==> src/rtl/axhms_pkg.sv <==
// package for the homing and move supervisor: request and response word types,
// request, fault and mode codes, and register indexes with their reset values
// no dependencies
package axhms_pkg;

   typedef enum logic [2:0] {
      REQ_UPDATE      = 3'd0,
      REQ_START_HOME  = 3'd1,
      REQ_START_MOVE  = 3'd2,
      REQ_STOP        = 3'd3,
      REQ_CLEAR_REF   = 3'd4
   } req_code_type;

   localparam logic [2:0] FAULT_NONE     = 3'd0;
   localparam logic [2:0] FAULT_DRIVER   = 3'd1;
   localparam logic [2:0] FAULT_OBSTACLE = 3'd2;
   localparam logic [2:0] FAULT_HOME_TO  = 3'd3;
   localparam logic [2:0] FAULT_MOVE_TO  = 3'd4;
   localparam logic [2:0] FAULT_POSITION = 3'd5;

   localparam logic [1:0] MODE_CODE_IDLE   = 2'd0;
   localparam logic [1:0] MODE_CODE_HOMING = 2'd1;
   localparam logic [1:0] MODE_CODE_MOVING = 2'd2;

   localparam logic [1:0] DIR_POSITIVE = 2'd1;
   localparam logic [1:0] DIR_NEGATIVE = 2'd2;

   localparam int unsigned CSR_INDEX_WIDTH = 3;

   localparam logic [CSR_INDEX_WIDTH-1:0] CSR_HOME_POSITION   = 3'd0;
   localparam logic [CSR_INDEX_WIDTH-1:0] CSR_SEARCH_DISTANCE = 3'd1;
   localparam logic [CSR_INDEX_WIDTH-1:0] CSR_HOMING_TIMEOUT  = 3'd2;
   localparam logic [CSR_INDEX_WIDTH-1:0] CSR_MOVE_TIMEOUT    = 3'd3;
   localparam logic [CSR_INDEX_WIDTH-1:0] CSR_MOVE_TOLERANCE  = 3'd4;
   localparam logic [CSR_INDEX_WIDTH-1:0] CSR_HOMING_SPEED    = 3'd5;

   localparam logic signed [31:0] HOME_POSITION_RST   = 32'sd0;
   localparam logic [30:0]        SEARCH_DISTANCE_RST = 31'd20000;
   localparam logic [31:0]        HOMING_TIMEOUT_RST  = 32'd30000;
   localparam logic [31:0]        MOVE_TIMEOUT_RST    = 32'd30000;
   localparam logic [15:0]        MOVE_TOLERANCE_RST  = 16'd2;
   localparam logic [19:0]        HOMING_SPEED_RST    = 20'd1000;

   typedef struct packed {
      logic [2:0]         req_type;
      logic [31:0]        now_ms;
      logic signed [31:0] move_target;
      logic [19:0]        move_speed;
      logic signed [31:0] axis_position;
      logic               axis_moving;
      logic [1:0]         axis_direction;
      logic               driver_fault;
      logic               front_obstacle;
      logic               rear_obstacle;
      logic               home_detected;
   } req_word_type;

   typedef struct packed {
      logic [2:0]         fault_code;
      logic               home_completed;
      logic               move_completed;
      logic               accepted;
      logic               axis_stop;
      logic               axis_move;
      logic signed [31:0] axis_move_target;
      logic [19:0]        axis_move_speed;
      logic               axis_reset_position;
      logic [1:0]         mode;
      logic               referenced;
   } rsp_word_type;

endpackage

==> src/rtl/axis_homing_move_supervisor_unit.sv <==
// a request word passes through the input register and then the result register to rsp_data
// throughput: one word per cycle, set by the input register and result register pair, unless rsp_ready stalls it
// the supervisor state is read and updated between the two
// reset (synchronous, active high) empties both registers, returns to idle,
// clears the referenced flag and loads the register reset values
module axis_homing_move_supervisor_unit
   import axhms_pkg::*;
(
   input  logic                       clock,
   input  logic                       reset,
   input  logic                       req_valid,
   output logic                       req_ready,
   input  req_word_type               req_data,
   output logic                       rsp_valid,
   input  logic                       rsp_ready,
   output rsp_word_type               rsp_data,
   input  logic                       csr_valid,
   output logic                       csr_ready,
   input  logic [CSR_INDEX_WIDTH-1:0] csr_index,
   input  logic [31:0]                csr_wdata
);

   typedef enum logic [2:0] {
      ST_IDLE   = 3'b001,
      ST_HOMING = 3'b010,
      ST_MOVING = 3'b100
   } run_state_type;

   // configuration registers
   logic signed [31:0] home_position_ff;
   logic [30:0]        search_distance_ff;
   logic [31:0]        homing_timeout_ff;
   logic [31:0]        move_timeout_ff;
   logic [15:0]        move_tolerance_ff;
   logic [19:0]        homing_speed_ff;

   // supervisor state
   run_state_type      run_mode_ff, run_mode_in;
   logic               referenced_ff, referenced_in;
   logic [31:0]        start_time_ff, start_time_in;
   logic signed [31:0] home_start_ff, home_start_in;
   logic signed [31:0] target_ff, target_in;

   // pipeline
   logic               in_valid_ff;
   req_word_type       in_word_ff;
   logic               rsp_valid_ff;
   rsp_word_type       rsp_word_ff, rsp_word_in;
   logic               advance;

   logic signed [32:0] home_diff;
   logic [32:0]        home_dist;
   logic signed [32:0] move_diff;
   logic [32:0]        move_dist;
   logic signed [32:0] home_goal_wide;
   logic signed [31:0] home_goal;
   logic [31:0]        elapsed;
   logic               home_reached;
   logic               move_in_tol;
   logic               obstacle_ahead;
   logic [2:0]         fault;

   assign advance   = in_valid_ff && (!rsp_valid_ff || rsp_ready);
   assign req_ready = !in_valid_ff || advance;
   assign rsp_valid = rsp_valid_ff;
   assign rsp_data  = rsp_word_ff;
   assign csr_ready = 1'b1;

   assign home_diff = {in_word_ff.axis_position[31], in_word_ff.axis_position}
                      - {home_start_ff[31], home_start_ff};
   assign home_dist = home_diff[32] ? 33'(-home_diff) : 33'(home_diff);
   assign move_diff = {in_word_ff.axis_position[31], in_word_ff.axis_position}
                      - {target_ff[31], target_ff};
   assign move_dist = move_diff[32] ? 33'(-move_diff) : 33'(move_diff);

   // only underflow is possible; clamp to the most negative position
   assign home_goal_wide = {in_word_ff.axis_position[31], in_word_ff.axis_position}
                           - {2'b00, search_distance_ff};
   assign home_goal = (home_goal_wide[32] != home_goal_wide[31]) ?
                      {1'b1, 31'd0} : home_goal_wide[31:0];

   assign elapsed      = in_word_ff.now_ms - start_time_ff;
   assign home_reached = in_word_ff.home_detected || (home_dist >= {2'b00, search_distance_ff});
   assign move_in_tol  = move_dist <= {17'd0, move_tolerance_ff};
   assign obstacle_ahead =
      ((in_word_ff.axis_direction == DIR_POSITIVE) && in_word_ff.front_obstacle) ||
      ((in_word_ff.axis_direction == DIR_NEGATIVE) && in_word_ff.rear_obstacle);

   always_comb begin
      rsp_word_in   = '0;
      run_mode_in   = run_mode_ff;
      referenced_in = referenced_ff;
      start_time_in = start_time_ff;
      home_start_in = home_start_ff;
      target_in     = target_ff;
      fault         = FAULT_NONE;

      unique case (in_word_ff.req_type)
         REQ_UPDATE: begin
            if (in_word_ff.driver_fault) begin
               fault = FAULT_DRIVER;
            end else if (run_mode_ff == ST_HOMING) begin
               if (in_word_ff.front_obstacle || in_word_ff.rear_obstacle) begin
                  fault = FAULT_OBSTACLE;
               end else if (home_reached) begin
                  rsp_word_in.axis_stop           = 1'b1;
                  rsp_word_in.axis_reset_position = 1'b1;
                  rsp_word_in.home_completed      = 1'b1;
                  referenced_in = 1'b1;
                  run_mode_in   = ST_IDLE;
               end else if (elapsed > homing_timeout_ff) begin
                  fault = FAULT_HOME_TO;
               end
            end else if (run_mode_ff == ST_MOVING) begin
               if (obstacle_ahead) begin
                  fault = FAULT_OBSTACLE;
               end else if (elapsed > move_timeout_ff) begin
                  fault = FAULT_MOVE_TO;
               end else if (!in_word_ff.axis_moving) begin
                  if (move_in_tol) begin
                     rsp_word_in.move_completed = 1'b1;
                     run_mode_in = ST_IDLE;
                  end else begin
                     fault = FAULT_POSITION;
                  end
               end
            end
            // every fault stops the axis
            if (fault != FAULT_NONE) begin
               rsp_word_in.axis_stop = 1'b1;
               run_mode_in = ST_IDLE;
            end
         end
         REQ_START_HOME: begin
            if (run_mode_ff == ST_IDLE) begin
               start_time_in = in_word_ff.now_ms;
               home_start_in = in_word_ff.axis_position;
               target_in     = home_goal;
               run_mode_in   = ST_HOMING;
               referenced_in = 1'b0;
               rsp_word_in.axis_move        = 1'b1;
               rsp_word_in.axis_move_target = home_goal;
               rsp_word_in.axis_move_speed  = homing_speed_ff;
               rsp_word_in.accepted         = 1'b1;
            end
         end
         REQ_START_MOVE: begin
            if ((run_mode_ff == ST_IDLE) && referenced_ff) begin
               start_time_in = in_word_ff.now_ms;
               target_in     = in_word_ff.move_target;
               run_mode_in   = ST_MOVING;
               rsp_word_in.axis_move        = 1'b1;
               rsp_word_in.axis_move_target = in_word_ff.move_target;
               rsp_word_in.axis_move_speed  = in_word_ff.move_speed;
               rsp_word_in.accepted         = 1'b1;
            end
         end
         REQ_STOP: begin
            rsp_word_in.axis_stop = 1'b1;
            run_mode_in = ST_IDLE;
         end
         REQ_CLEAR_REF: begin
            rsp_word_in.axis_reset_position = 1'b1;
            referenced_in = 1'b0;
            run_mode_in   = ST_IDLE;
         end
         default: begin
            // unused request codes leave everything as it is
         end
      endcase

      rsp_word_in.fault_code = fault;
      rsp_word_in.referenced = referenced_in;
      unique case (run_mode_in)
         ST_HOMING: rsp_word_in.mode = MODE_CODE_HOMING;
         ST_MOVING: rsp_word_in.mode = MODE_CODE_MOVING;
         default:   rsp_word_in.mode = MODE_CODE_IDLE;
      endcase
   end

   always_ff @(posedge clock) begin
      if (reset) begin
         in_valid_ff   <= 1'b0;
         rsp_valid_ff  <= 1'b0;
         run_mode_ff   <= ST_IDLE;
         referenced_ff <= 1'b0;
         start_time_ff <= '0;
         home_start_ff <= '0;
         target_ff     <= '0;
      end else begin
         if (req_ready) begin
            in_valid_ff <= req_valid;
         end
         if (advance) begin
            rsp_valid_ff  <= 1'b1;
            run_mode_ff   <= run_mode_in;
            referenced_ff <= referenced_in;
            start_time_ff <= start_time_in;
            home_start_ff <= home_start_in;
            target_ff     <= target_in;
         end else if (rsp_ready) begin
            rsp_valid_ff <= 1'b0;
         end
      end
   end

   // payload registers
   always_ff @(posedge clock) begin
      if (req_ready && req_valid) begin
         in_word_ff <= req_data;
      end
      if (advance) begin
         rsp_word_ff <= rsp_word_in;
      end
   end

   always_ff @(posedge clock) begin
      if (reset) begin
         home_position_ff   <= HOME_POSITION_RST;
         search_distance_ff <= SEARCH_DISTANCE_RST;
         homing_timeout_ff  <= HOMING_TIMEOUT_RST;
         move_timeout_ff    <= MOVE_TIMEOUT_RST;
         move_tolerance_ff  <= MOVE_TOLERANCE_RST;
         homing_speed_ff    <= HOMING_SPEED_RST;
      end else if (csr_valid && csr_ready) begin
         unique case (csr_index)
            CSR_HOME_POSITION:   home_position_ff   <= csr_wdata;
            CSR_SEARCH_DISTANCE: search_distance_ff <= csr_wdata[30:0];
            CSR_HOMING_TIMEOUT:  homing_timeout_ff  <= csr_wdata;
            CSR_MOVE_TIMEOUT:    move_timeout_ff    <= csr_wdata;
            CSR_MOVE_TOLERANCE:  move_tolerance_ff  <= csr_wdata[15:0];
            CSR_HOMING_SPEED:    homing_speed_ff    <= csr_wdata[19:0];
            default: begin
               // writes past the register list are dropped
            end
         endcase
      end
   end

   // home position is held in its register but drives no port;
   // it does not enter the response word
   logic home_position_unused;
   assign home_position_unused = ^home_position_ff;

endmodule

==> config.mk <==
export PLATFORM = sky130hd
export DESIGN_NAME = axis_homing_move_supervisor_unit
export DESIGN_NICKNAME = d
export VERILOG_FILES = /design/src/rtl/axhms_pkg.sv /design/src/rtl/axis_homing_move_supervisor_unit.sv
export SDC_FILE = /design/constraint.sdc
export NUM_CORES = 1
export LEC_CHECK = 0
export BUFFER_PORTS_ARGS = -buffer_cell sky130_fd_sc_hd__buf_2
export CORE_ASPECT_RATIO = 2
export CORE_MARGIN = 10
export CORE_UTILIZATION = 45
export CTS_BUF_LIST = sky130_fd_sc_hd__clkbuf_8
export DETAILED_ROUTE_END_ITERATION = 16
export PLACE_DENSITY = 0.65
export SETUP_SLACK_MARGIN = 0.05
export SYNTH_ARGS = -nofsm -noshare
export SYNTH_HDL_FRONTEND = slang
export SYNTH_SLANG_ARGS = --single-unit
==> constraint.sdc <==
create_clock -name clock -period 6.6 [get_ports clock]
set_input_delay 1.32 -clock clock [delete_from_list [all_inputs] [get_ports clock]]
set_output_delay 1.32 -clock clock [all_outputs]
set_load 0.01 [all_outputs]
==> impl_metrics.toml, run 1 <==
[sta]
relSlewSlack_pct = 34.0
timing.final.ws_setup_ns = 0.0220
rsz0062_at_grt = "yes"
period_minus_slack_ns = 6.58
period_share_pct = 99.7
worstMarginPinSlew_ns = 0.987
fin_skew_ns = 0.0516
maxSlewViolCount = 0
fmax_mhz = 152
whs_ns = 0.452
setup_viol = 0
finalHoldViolations = 0

[global_routing]
grt_max_degree = 144
grt_pass1_vias = 24600
grt_overflow = 0
grt_pass1_wl_um = 141000
grt_use_total_pct = 26.6
antenna_found_initial = 7

[pwr]
sw_frac_of_total_pct = 31.5
p_switching_mw = 2.24
p_int_mw = 4.88
total_power_mw = 7.12
p_comb_share_pct = 24.3
clkPwrFrac_pct = 35.0
leakage_nw = 12.4
irDropWorstVdd_mv = 0.239
pwr-share-seq_pct = 40.7
cellPowerDensity_nw_per_um2 = 224

[placed_design]
dpl_worst_slack_ns = -0.500
dp_hpwl_um = 73400
gp_congestion = 0.972
port_buffers = 231
postPlaceCellArea_sq_um = 29600

[clock_tree]
cts_buffer_depth = 3
cts_root_buf = "clkbuf_8"
clkTransAtPathRegs_ns = 0.07
ctsHtreeMaxLevel = 3
tritoncts = "done"
numCtsBuffers = 67
cts_hold_buf = 0
clock-sinks = 422
insertion_delay_ns = 0.71

[die]
dieArea_sq_um = 68900
die_w_um = 191
start_util_pct = 45.3
ios = 233
die_y_um = 361
coreArea_sq_um = 57900
num_rows = 125

[outcome]
outcome = "finished clean"

[logic_synthesis]
yosys.area_share.adder_pct = 11.8
syn_inst = 3013
yosys-mux-area-fraction_pct = 0.358
synth_top_family_by_area = "compound AO/OA/AOI/OAI gates"
yosys_register_bits = 422
synth-simple-area-share_pct = 17.5
ys_seq_area_share_pct = 39.5
async_flop_share_pct = 0
avgSynthCellArea_sq_um = 8.70
ys_warn_count = 0
synth_compound_area_share_pct = 20.7
syn_area_sq_um = 26200
ys_types = 89
syn-num-nets = 3423
synth_xor_area_share_pct = 4.64
synth-edff-count = 189
ys.flop_type = "dfxtp_1"

[setup_path]
slowest_delay_ns = 0.54
endpoint_kind = "flip-flop"
crit_slowest_cell = "edfxtp_1"
crit_fanout = 4
cp_common_cell = "o21a_1"
cp.required_ns = 7.07
critical_path_class = "flip-flop to flip-flop"
start_kind = "flip-flop"
rrSetupSlack_ns = 0.02
critPathArrivalTime_ns = 7.05

[cells_and_area]
fillCellCount = 5450
stdcell_area_sq_um = 31800
fin_util_pct = 54.9
area_growth_pct = 21.2
drive_gt1_share_pct = 20.9
finalNetCount = 3840

[min_path]
hp-class = "flip-flop to flip-flop"

[drt]
drtIter0Drc = 1432
first_pass_iters = 13
drc = 0
via_count = 24300
detail-route-antenna-nets = 0
via_per_inst = 5.70
wl_per_cell_um = 22.1
wl_um = 94000

[run]
cap_violations = 0
==> power groups by stage <==
stage	Combinational (mW)	Sequential [mW]	Clock [mW]
floorplan	0.996	2.94	0
global placement	1.59	2.95	0
detailed placement	1.63	2.95	0
CTS	1.66	2.89	2.55
global route	1.89	2.90	2.65
finish	1.73	2.89	2.50
==> cells in the mapped netlist, drive strengths merged (15+ instances only) <==
master	number	area, sq um
nand2	492	1850
a21oi	314	1570
inv	254	953
ha	240	3000
dfxtp	233	4660
edfxtp	189	5680
nor2	151	567
clkbuf	118	443
o21ai	115	579
xnor2	92	806
a211oi	67	536
a21o	61	458
nor3	59	305
nand3	51	260
xor2	46	410
nand4	40	250
a22o	36	315
nor2b	36	225
o21a	33	255
nand2b	26	163
a31oi	21	131
o31ai	21	163
a211o	20	175
nand3b	19	143
o21bai	18	135
nor3b	17	128
and2	16	100
and3	16	100
or3	16	115
a221oi	15	131
==> final cells by class <==
| class | instances | area [sq um] | share of cell area [%] |
|---|---|---|---|
| multi-input combinational | 2208 | 15000 | 47.1 |
| sequential | 422 | 10300 | 32.5 |
| timing repair buffer | 477 | 3100 | 9.74 |
| clock buffer | 77 | 1060 | 3.33 |
| inverter | 254 | 955 | 3.00 |
| tap | 762 | 953 | 3.00 |
| clock inverter | 46 | 402 | 1.26 |
| antenna | 6 | 15.0 | 0.0472 |
==> per-stage QoR <==
| stage | instances | setup TNS [ns] |
|---|---|---|
| 3_3_place_gp | 4100 | -2.32 |
| 3_5_place_dp | 4100 | -2.49 |
| 5_1_grt | 4249 | -1.31 |
| 4_1_cts | 4233 | -0.467 |
| 6_report | 4252 | 0 |
| 2_1_floorplan | 3013 | 0 |
==> cells in the final DEF, fill, tap and decap left out, drive strengths merged, types with 18 or more instances in the layout <==
| cell type | instances |
|---|---|
| nand4 | 40 |
| inv | 277 |
| nor2 | 151 |
| xor2 | 46 |
| o21a | 33 |
| dfxtp | 233 |
| a211o | 20 |
| a211oi | 67 |
| nor2b | 36 |
| clkbuf | 77 |
| edfxtp | 189 |
| a22o | 36 |
| nand2b | 26 |
| nand2 | 492 |
| nand3b | 19 |
| ha | 240 |
| o21ai | 115 |
| buf | 477 |
| o31ai | 21 |
| a21o | 61 |
| o21bai | 18 |
| a31oi | 21 |
| nor3 | 59 |
| a21oi | 314 |
| xnor2 | 92 |
| nand3 | 51 |
==> metal layers <==
| metal | part of all wire [%] | GRT usage [%] |
|---|---|---|
| met4 | 8.7 | 21.6 |
| met5 | 0.0096 | 0 |
| met1 | 34 | 25.7 |
| met2 | 52 | 48.6 |
| met3 | 5.1 | 4.17 |
==> cell families after synthesis <==
| family | count (synthesis) |
|---|---|
| adders and majority gates | 244 |
| other | 1 |
| xor gates and xnor gates | 138 |
| buffers and inverters | 383 |
| muxes | 9 |
| and+or+nand+nor | 986 |
| AOI/OAI and AO/OA | 830 |
| DFF | 422 |
==> path summary, 6_finish.rpt <==
path | from | endpoint | cells past startpoint
hold reg to reg | start_time_ff[25]$_SDFFE_PP0P_ | start_time_ff[25]$_SDFFE_PP0P_ | 2
setup reg to reg | in_word_ff[9]$_DFFE_PP_ | rsp_data[2]$_DFFE_PP_ | 28
hold / removal | start_time_ff[25]$_SDFFE_PP0P_ | start_time_ff[25]$_SDFFE_PP0P_ | 2
setup / recovery | in_word_ff[9]$_DFFE_PP_ | rsp_data[2]$_DFFE_PP_ | 28
==> timing repair <==
action,in CTS,in global routing
buffers inserted,10,13
resized for setup,47,91
hold endpoints to repair,0,0
pin swaps,37,62
endpoints found under the setup margin,9,51
==> flip-flops by register name, indices dropped and copies added (netlist names) <==
| register | cells |
|---|---|
| referenced_ff | 1 |
| in_valid_ff | 1 |
| search_distance_ff | 31 |
| homing_timeout_ff | 32 |
| target_ff | 32 |
| rsp_valid | 1 |
| run_mode_ff | 3 |
| rsp_data | 63 |
| homing_speed_ff | 20 |
| in_word_ff | 126 |
| move_tolerance_ff | 16 |
| start_time_ff | 32 |
| move_timeout_ff | 32 |
| home_start_ff | 32 |
==> critical path: cells and delay by family (launching register included) <==
| family | cells | cell delay [ns] |
|---|---|---|
| compound gates | 20 | 4.07 |
| fa+ha+maj | 2 | 0.70 |
| simple gates | 3 | 0.57 |
| flops | 1 | 0.54 |
| buf+inv | 2 | 0.31 |
| xor+xnor | 1 | 0.14 |
Power figures use the tool's default switching activity.
==> run 2: changes to the inputs <==
- PLACE_DENSITY: 0.65 -> default
- clock period: 6.6 -> 6.5 ns (I/O delays scaled with it)
==> run 2 against run 1 <==
The flow now finishes with violations (setup timing). Register-to-register slack got worse by 0.07 ns. Clock power fell by 7%. Routed wire length rose by 1.3%. Core utilization rose by 0.82 points. Flip-flop and latch count did not move. Sequential power rose by 2%. Power fell by 0.57%. Clock skew fell by 0.0068 ns.
==> impl_metrics.toml, run 2 (synthesized netlist as in run 1, its figures left out) <==
[min_path]
hp-class = "flip-flop to flip-flop"

[cells_and_area]
largest-register = "in_word_ff"
final_common_cell = "nand2_1"
stdcell_area_sq_um = 32300
final_cell_mix = "490 x nand2_1, 300 x a21oi_1, 294 x buf_4"
largest_reg_flops = 126
finalNetCount = 3898
fin_util_pct = 55.7
area_growth_pct = 23.1
drive_gt1_share_pct = 21.9

[clock_tree]
clock-sinks = 422
cts_buffer_depth = 3
numCtsBuffers = 61
insertion_delay_ns = 0.75
ctsHtreeMaxLevel = 2
clkTransAtPathRegs_ns = 0.07
cts_root_buf = "clkbuf_8"
tritoncts = "done"

[sta]
fmax_mhz = 153
worstMarginPinSlew_ns = 1.25
relSlewSlack_pct = 16.4
setup_viol = 3
finalHoldViolations = 0
period_minus_slack_ns = 6.55
maxSlewViolCount = 0
rsz0062_at_grt = "yes"
period_share_pct = 101
timing.final.ws_setup_ns = -0.0478
fin_skew_ns = 0.0448

[pwr]
cellPowerDensity_nw_per_um2 = 220
pwr-share-seq_pct = 41.5
irDropWorstVdd_mv = 0.192
p_comb_share_pct = 25.6
p_switching_mw = 2.22
p_int_mw = 4.86
leakage_nw = 12.7
clkPwrFrac_pct = 32.9
sw_frac_of_total_pct = 31.4

[die]
die_w_um = 191
ios = 233
num_rows = 125
coreArea_sq_um = 57900
start_util_pct = 45.3
dieArea_sq_um = 68900
die_y_um = 361

[placed_design]
dp_hpwl_um = 75100
port_buffers = 231
gp_congestion = 0.987
postPlaceCellArea_sq_um = 30100

[setup_path]
crit_slowest_cell = "edfxtp_1"
cp_common_cell = "buf_4"
crit_fanout = 3
critical_path_class = "flip-flop to flip-flop"
critPathArrivalTime_ns = 7.05
slowest_delay_ns = 0.52
cp.required_ns = 7.00
endpoint_kind = "flip-flop"
start_kind = "flip-flop"

[drt]
via_count = 24200
detail-route-antenna-nets = 0
drtIter0Drc = 1268
drc = 0
wl_per_cell_um = 22.1
via_per_inst = 5.62
wl_um = 95200
first_pass_iters = 5

[global_routing]
grt_pass1_wl_um = 141000
grt_use_total_pct = 26.7
antenna_found_initial = 7
grt_pass1_vias = 24500
grt_max_degree = 122
grt_overflow = 0

[run]
cap_violations = 0

[outcome]
violations = "setup timing"
outcome = "finished with violations"
==> run 2: cell types whose count changed in the layout (fill, tap and decap cells not counted), moves of 5 or more <==
cell,before,now
clkbuf_8,77,70
buf_6,2,7
buf_4,238,294
a21oi_2,24,13
a21oi_1,290,300
==> run 2: area by class of cell <==
cell class	instances	area, sq um
fillers	5462	25600
inverters	254	955
repair buffers	541	3640
diodes	2	5.00
well taps	762	953
multi-input cells	2208	15000
clock buffers	70	963
clock inverters	46	359
flip-flops and latches	422	10300
==> run 2: timing repair <==
action / in CTS / in global routing
endpoints found under the setup margin: 13 / 71
endpoints found under the hold margin: 0 / 0
pin swaps: 32 / 39
buffers inserted: 11 / 20
gates resized for setup: 69 / 70
hold buffers: 0 / 0
==> run 2: path summary, 6_finish.rpt <==
kind                                   from                             end  slack, ns  cells after the start
min          start_time_ff[27]$_SDFFE_PP0P_  start_time_ff[27]$_SDFFE_PP0P_       0.45                      2
max                in_word_ff[19]$_DFFE_PP_           rsp_data[2]$_DFFE_PP_      -0.05                     28
min reg2reg  start_time_ff[27]$_SDFFE_PP0P_  start_time_ff[27]$_SDFFE_PP0P_       0.45                      2
max reg2reg        in_word_ff[19]$_DFFE_PP_           rsp_data[2]$_DFFE_PP_      -0.05                     28
==> run 2: power by group through the flow <==
| stage | clock network [mW] | logic [mW] | registers, mW |
|---|---|---|---|
| global placement | 0 | 1.68 | 2.99 |
| global route | 2.49 | 1.98 | 2.94 |
| CTS | 2.40 | 1.75 | 2.94 |
| finish | 2.33 | 1.81 | 2.94 |
| floorplan | 0 | 1.01 | 2.99 |
| detailed placement | 0 | 1.70 | 2.99 |
==> run 2: metal layers <==
layer / GRT usage [%] / vias up / wire length (um)
met3: 3.47 / 277 / 3750
li1: - / 11700 / -
met2: 49.5 / 737 / 49500
met1: 25.9 / 11500 / 33400
met5: 0 / - / 0
met4: 20.8 / 0 / 8510
==> run 2: per-stage QoR <==
stage | setup TNS, ns | total power [mW] | std cells | hold WS, ns | worst slack, ns
6_report | -0.0992 | 7.08 | 4305 | 0.452 | -0.0478
5_1_grt | -2.42 | 7.42 | 4304 | 0.472 | -0.408
3_5_place_dp | -4.36 | 4.70 | 4156 | 0.446 | -0.580
4_1_cts | -0.304 | 7.09 | 4283 | 0.456 | -0.118
3_3_place_gp | -3.65 | 4.67 | 4156 | 0.441 | -0.532
2_1_floorplan | 0 | 4.00 | 3013 | 0.432 | 0.0804
==> run 2: worst max-delay path, delay by kind of cell, from the launching register on <==
family	cells	cell delay (ns)
compound gates	6	1.62
xor+xnor	2	0.28
fa+ha+maj	2	0.58
buf+inv	6	1.01
flops	1	0.52
simple gates	12	2.32
==> run 3: changes to the inputs <==
- BUFFER_PORTS_ARGS: -buffer_cell sky130_fd_sc_hd__buf_2 -> default
- DONT_BUFFER_PORTS: default -> 1
==> run 3 against run 2 <==
The flow still finishes with violations (setup timing). Critical path depth increased by 1. Core utilization decreased by 1.9 points. Fmax decreased by 1.1%. Design area decreased by 3.4%. Setup slack got worse by 0.072 ns. Routed wire length decreased by 2.5%. Global-route usage decreased by 0.68 points. Sequential power about the same. Non-clock buffer count decreased by 242. Worst hold slack got worse by 0.0052 ns.
==> impl_metrics.toml, run 3 (synthesized netlist as in run 1, its figures left out) <==
[die]
coreArea_sq_um = 57900
ios = 233
start_util_pct = 45.3
die_w_um = 191
num_rows = 125
dieArea_sq_um = 68900
die_y_um = 361

[sta]
rsz0062_at_grt = "yes"
maxSlewViolCount = 0
fin_skew_ns = 0.0482
period_minus_slack_ns = 6.62
setup_viol = 3
period_share_pct = 102
relSlewSlack_pct = 30.3
finalHoldViolations = 0
fmax_mhz = 151
whs_ns = 0.447
timing.final.ws_setup_ns = -0.120
worstMarginPinSlew_ns = 1.04

[cells_and_area]
largest-register = "in_word_ff"
largest_reg_flops = 126
drive_gt1_share_pct = 16.4
finalNetCount = 3662
final_common_cell = "nand2_1"
fin_util_pct = 53.8
final_cell_mix = "490 x nand2_1, 293 x a21oi_1, 284 x buf_4"
area_growth_pct = 18.9

[min_path]
hold_depth = 2
hp-class = "flip-flop to flip-flop"

[pwr]
leakage_nw = 11.8
irDropWorstVdd_mv = 0.249
cellPowerDensity_nw_per_um2 = 228

[setup_path]
endpoint_kind = "flip-flop"
reg2reg_depth = 29
critPathArrivalTime_ns = 7.07
slowest_delay_ns = 0.49
crit_slowest_cell = "edfxtp_1"
cp_common_cell = "o21a_1"
crit_fanout = 4
cp.required_ns = 6.95
start_kind = "flip-flop"
critical_path_class = "flip-flop to flip-flop"

[drt]
wl_per_cell_um = 22.8
via_count = 23400
drc = 0
first_pass_iters = 5
via_per_inst = 5.73
drtIter0Drc = 1306
wl_um = 92900
detail-route-antenna-nets = 0

[clock_tree]
cts_hold_buf = 0
numCtsBuffers = 67
ctsHtreeMaxLevel = 3
insertion_delay_ns = 0.72
cts_root_buf = "clkbuf_8"
clkTransAtPathRegs_ns = 0.06
cts_buffer_depth = 3
tritoncts = "done"
clock-sinks = 422

[placed_design]
port_buffers = 0
dp_hpwl_um = 71800
gp_congestion = 0.982

[global_routing]
grt_max_degree = 235
grt_pass1_vias = 23300
grt_overflow = 0
grt_use_total_pct = 26.0
antenna_found_initial = 6
grt_pass1_wl_um = 136000

[outcome]
violations = "setup timing"
outcome = "finished with violations"

[run]
cap_violations = 0
[run 3: changes by cell type in the layout (fill, tap and decap cells not counted), sizes merged]
cell      delta
buf        -242
bufinv       +1
clkbuf       -1
clkinv       +5
clkinvlp     -3
diode        +6
inv          +6
[run 3: per-layer routing]
metal	global-route usage (%)	routed length, um	vias up
met5	0	34	-
li1	-	-	11200
met3	4.85	4840	269
met1	24.7	31300	11100
met2	47.0	47800	725
met4	22.1	8900	4
[run 3: timing repair]
action | in CTS | in global routing
pin swaps | 26 | 63
gates cloned | 0 | 0
setup endpoints to repair | 11 | 65
setup buffers | 29 | 14
resized for setup | 51 | 93
[run 3: final cells by class]
class | instances | area, sq um
inverter | 254 | 955
clock inverter | 55 | 454
fill | 5337 | 26700
clock buffer | 69 | 950
antenna | 8 | 20.0
sequential | 422 | 10300
multi-input combinational | 2208 | 15100
timing repair buffer | 299 | 2400
tap | 762 | 953
[run 3: worst paths after layout]
path / startpoint / to / slack [ns]
worst max-delay path: in_word_ff[13]$_DFFE_PP_ / rsp_data[2]$_DFFE_PP_ / -0.12
worst min-delay path: start_time_ff[15]$_SDFFE_PP0P_ / start_time_ff[15]$_SDFFE_PP0P_ / 0.45
worst max register to register: in_word_ff[13]$_DFFE_PP_ / rsp_data[2]$_DFFE_PP_ / -0.12
worst min register to register: start_time_ff[15]$_SDFFE_PP0P_ / start_time_ff[15]$_SDFFE_PP0P_ / 0.45
[run 3: worst max-delay path, delay by kind of cell, from the launching register on]
family,cells,cell delay [ns]
buffers and inverters,2,0.40
AND/OR/NAND/NOR,5,0.93
AO/OA/AOI/OAI,20,3.94
flip-flops,1,0.49
adder cells (fa/ha/maj),2,0.59
[run 3: report_power, final]
part	total (mW)	switching, mW	internal [mW]
registers	2.96	0.0809	2.88
logic	1.67	0.947	0.727
clock network	2.46	1.20	1.26
[run 3: through the flow]
step / instance area (sq um) / TNS [ns] / total power [mW] / instances / worst slack [ns]
2_1_floorplan: 26200 / 0 / 4.00 / 3013 / 0.0804
3_3_place_gp: 28800 / -3.29 / 4.53 / 3902 / -0.629
3_5_place_dp: 28800 / -3.81 / 4.56 / 3902 / -0.665
4_1_cts: 30600 / -0.947 / 7.08 / 4055 / -0.224
5_1_grt: 31100 / -2.21 / 7.42 / 4071 / -0.442
6_report: 31200 / -0.287 / 7.09 / 4077 / -0.120
